File: src/hw/rtl/lgts_ram.sv
// ----------------------------------------------------------------------------
// Generic single-port RAM
// One address per cycle for write and read, read data registered.
// ----------------------------------------------------------------------------
`default_nettype none

module lgts_ram #(
   parameter int WIDTH = 8,
   parameter int DEPTH = 64
) (
   input  wire logic                     clock,
   input  wire logic                     wr_en,
   input  wire logic [$clog2(DEPTH)-1:0] addr,
   input  wire logic [WIDTH-1:0]         wr_data,
   output logic      [WIDTH-1:0]         rd_data
);

   logic [WIDTH-1:0] mem_ff [DEPTH];
   logic [WIDTH-1:0] rd_data_ff;

   always_ff @(posedge clock) begin
      if (wr_en) begin
         mem_ff[addr] <= wr_data;
      end
      rd_data_ff <= mem_ff[addr];
   end

   assign rd_data = rd_data_ff;

endmodule

`default_nettype wire

File: config.mk
export PLATFORM = sky130hd
export DESIGN_NAME = lgts_ram
export DESIGN_NICKNAME = d
export VERILOG_FILES = /design/src/hw/rtl/lgts_ram.sv
export SDC_FILE = /design/constraint.sdc
export NUM_CORES = 1
export LEC_CHECK = 0
export BUFFER_PORTS_ARGS = -buffer_cell sky130_fd_sc_hd__buf_2
export CORE_ASPECT_RATIO = 1.5
export CORE_MARGIN = 1.5
export CORE_UTILIZATION = 46
export DETAILED_ROUTE_END_ITERATION = 10
export GPL_ROUTABILITY_DRIVEN = 0
export PLACE_DENSITY = 0.7
export SYNTH_ARGS = -nofsm -noshare
export SYNTH_HDL_FRONTEND = slang
export SYNTH_SLANG_ARGS = --single-unit
File: constraint.sdc
create_clock -name clock -period 2.8 [get_ports clock]
set_input_delay 0.56 -clock clock [delete_from_list [all_inputs] [get_ports clock]]
set_output_delay 0.56 -clock clock [all_outputs]
set_load 0.05 [all_outputs]
==> metrics.md <==
| Metric | Value |
|---|---|
| Final period util | `87.1%` |
| Cell area after layout | `24000 sq um` |
| Post-layout nets | `1369` |
| Final count of hold timing violations | `0` |
| Worst Path Max Fanout | `29` |
| First DRT Iteration DRCs | `1435` |
| Share of layout cells above drive strength 1 | `23.8%` |
| Syn_nets | `1187` |
| Area Growth Syn to Fin | `17.1%` |
| Worst slew pin tran | `1.02 ns` |
| Gr usage total | `24.1%` |
| R2R depth | `6` |
| Worst-skew pair later-pin latency | `0.56 ns` |
| Critical path class | `input pin to flip-flop` |
| Total power draw | `15600 uW` |
| Crit path to | `rd_data[3]$_DFF_P_` |
| Hold Crit Depth | `1` |
| Crit start category | `input pin` |
| Synth cell types | `56` |
| Post-synthesis xor/xnor area fraction | `0%` |
| Post-synthesis adder-cell area fraction | `0%` |
| Total wire length | `54800 um` |
| Initial antenna violation count | `1` |
| Core area | `43900 sq um` |
| H-tree Lvls | `2` |
| Sequential-to-total area share from yosys stat | `76.0%` |
| Layout Skew | `0.0133 ns` |
| Most common cell after layout, fill and taps aside | `edfxtp_1` |
| Vias in the first global route | `11.9k` |
| Initial Util | `46.6%` |
| Reg-to-reg startpoint | `mem_ff[6][7]$_DFFE_PP_` |
| Simple-gate share of the synthesized area | `5.71%` |
| DRC viols | `0` |
| CTS Hold Buffers Added | `0` |
| Power Density | `652 nW/um^2` |
| Cell row count | `94` |
| Status | `finished, final reports clean` |
| Clock buffer count from CTS | `44` |
| Most used DFF post-synth | `edfxtp_1` |
| CTS tree | `built` |
| Max frequency | `410 MHz` |
| PostCTS Resize Cnt | `0` |
| Setup violators final | `0` |
| Total gr overflow | `0` |
| CTS Buffer Depth | `3` |
| EDFF count, synth | `512` |
| Maxcap violations | `0` |
| Worst VDD drop | `0.000412 V` |
| Leakage | `0.00802 uW` |
| Most frequent cells in the layout | `512 x edfxtp_1, 178 x buf_4, 81 x nor2_1, 63 x mux2i_1` |
| Hold_sp | `wr_data[4]` |
| Die area | `45800 sq um` |
| Worst Path Arrival | `2.87 ns` |
| Setup crit end kind | `flip-flop` |
| Detail Route Antenna Nets | `0` |
| Ys async rst share | `0%` |
| DR pass1 iterations | `6` |
| Post-Syn Instances | `1171` |
| Vias/cell | `6.12` |
| Die extent in x | `175 um` |
| Total number of vias | `12.0k` |
| Hold Crit Class | `input pin to flip-flop` |
| Final core utilization | `54.6%` |
| Post-synthesis mux area share | `8.26%` |
| PortBufs | `23` |
| Reg2reg end | `rd_data[7]$_DFF_P_` |
| Post-CTS Setup Bufs | `0` |
| Average cell area after synthesis | `17.5 sq um` |
| I/O pin cnt | `24` |
| Post-DP Area | `22600 sq um` |
| Clk slew on worst S/H paths | `0.06 ns` |
| Seq cells post-synth | `520` |
| Synth Area in Compound Gates | `8.08%` |
| Post-detail-place hpwl | `37600 um` |
| R2R setup slack | `0.45 ns` |
| Clock net sink count | `520` |
| RSZ-0062 raised after global routing | `no` |
| Root buf cell | `clkbuf_16` |
| Minimum clock period | `2.44 ns` |
| Worst setup path startpoint | `addr[1]` |
| Die height | `261 um` |
| Pin count of the biggest net entering global routing | `65` |
| Yosys warns | `0` |
| Largest family of logic cells by synthesized area | `multiplexers` |
| First-pass GRT wire length | `79500 um` |
| Relative slew slack | `31.6%` |
| Fin. max-slew vios | `0` |
| Routed WL per cell | `27.9 um` |
| Req. time, crit path | `3.23 ns` |
| Synthesized area | `20400 sq um` |
==> sequential cells by signal, indices dropped and copies added, names as in the netlist <==
name	flops
rd_data	8
mem_ff	512
==> final cells by class <==
cell class	instances	area (sq um)
Clock inverter	20	173
Fill cell	3314	19900
Tap cell	576	721
Sequential cell	520	15500
Multi-Input combinational cell	567	4510
Timing Repair Buffer	217	1810
Antenna cell	1	2.50
Inverter	3	11.3
Clock buffer	59	1190
==> critical path: stages <==
cell      delay, ns
buf_4          0.23
buf_12         0.23
nor2_2         0.07
buf_12         0.17
buf_4          0.17
a22o_1         0.22
a211oi_1       0.48
o22ai_1        0.17
or4_1          0.53
==> layer usage <==
layer / wire [um] / GRT usage (%) / part of all wire (%) / vias up
met5: 8 / 0 / 0.015 / -
met4: 3850 / 15.0 / 7.0 / 2
met3: 4340 / 3.73 / 7.9 / 196
met2: 27900 / 42.7 / 51 / 663
met1: 18700 / 27.6 / 34 / 6041
li1: - / - / - / 5104
==> metrics by stage <==
| stage | hold WS [ns] | TNS, ns | cells | worst slack, ns |
|---|---|---|---|---|
| global placement | 0.707 | -2.15 | 1883 | -0.125 |
| global route | 0.560 | 0 | 1962 | 0.369 |
| detailed placement | 0.706 | -2.31 | 1883 | -0.173 |
| floorplan | 0.563 | 0 | 1171 | 0.141 |
| CTS | 0.524 | 0 | 1962 | 0.408 |
| finish | 0.533 | 0 | 1963 | 0.362 |
==> worst min path at each step <==
stage	slack [ns]	to
after detailed placement	0.71	rd_data[2]$_DFF_P_
after CTS	0.52	mem_ff[30][4]$_DFFE_PP_
after global routing	0.56	mem_ff[5][4]$_DFFE_PP_
after floorplan	0.56	rd_data[0]$_DFF_P_
final	0.53	mem_ff[30][4]$_DFFE_PP_
after global placement	0.71	rd_data[2]$_DFF_P_
==> cells in the mapped netlist, types with 9 or more instances <==
library cell  count  area share (%)
and2_1            9            0.28
nand3b_1         12            0.44
o22ai_1          22            0.67
a31oi_1          15            0.46
o22a_1           11            0.47
a22o_1           10            0.43
a22oi_1          40             1.5
edfxtp_1        512              75
o221ai_1          9            0.39
mux4_2           41             4.5
clkbuf_1         36            0.66
mux2i_1          63             3.1
nor2_1           82             1.5
a221o_1          11            0.54
a221oi_1         21            0.90
and3_1            9            0.28
o21ai_0           9            0.22
buf_2            30            0.73
nand2b_1         24            0.73
nand2_1          45            0.83
a21oi_1          28            0.69
==> cell families after synthesis <==
kind of cell           Yosys count
AO/OA/AOI/OAI                  222
flip-flops                     520
buffers and inverters           84
multiplexers                   116
AND/OR/NAND/NOR                229
==> where the power goes <==
part	switching (uW)	total (uW)	internal, uW
Combinational	691	1070	382
Sequential	30.1	8640	8610
Clock	2640	5900	3260
Note: power is estimated with default switching activity, not from simulation.
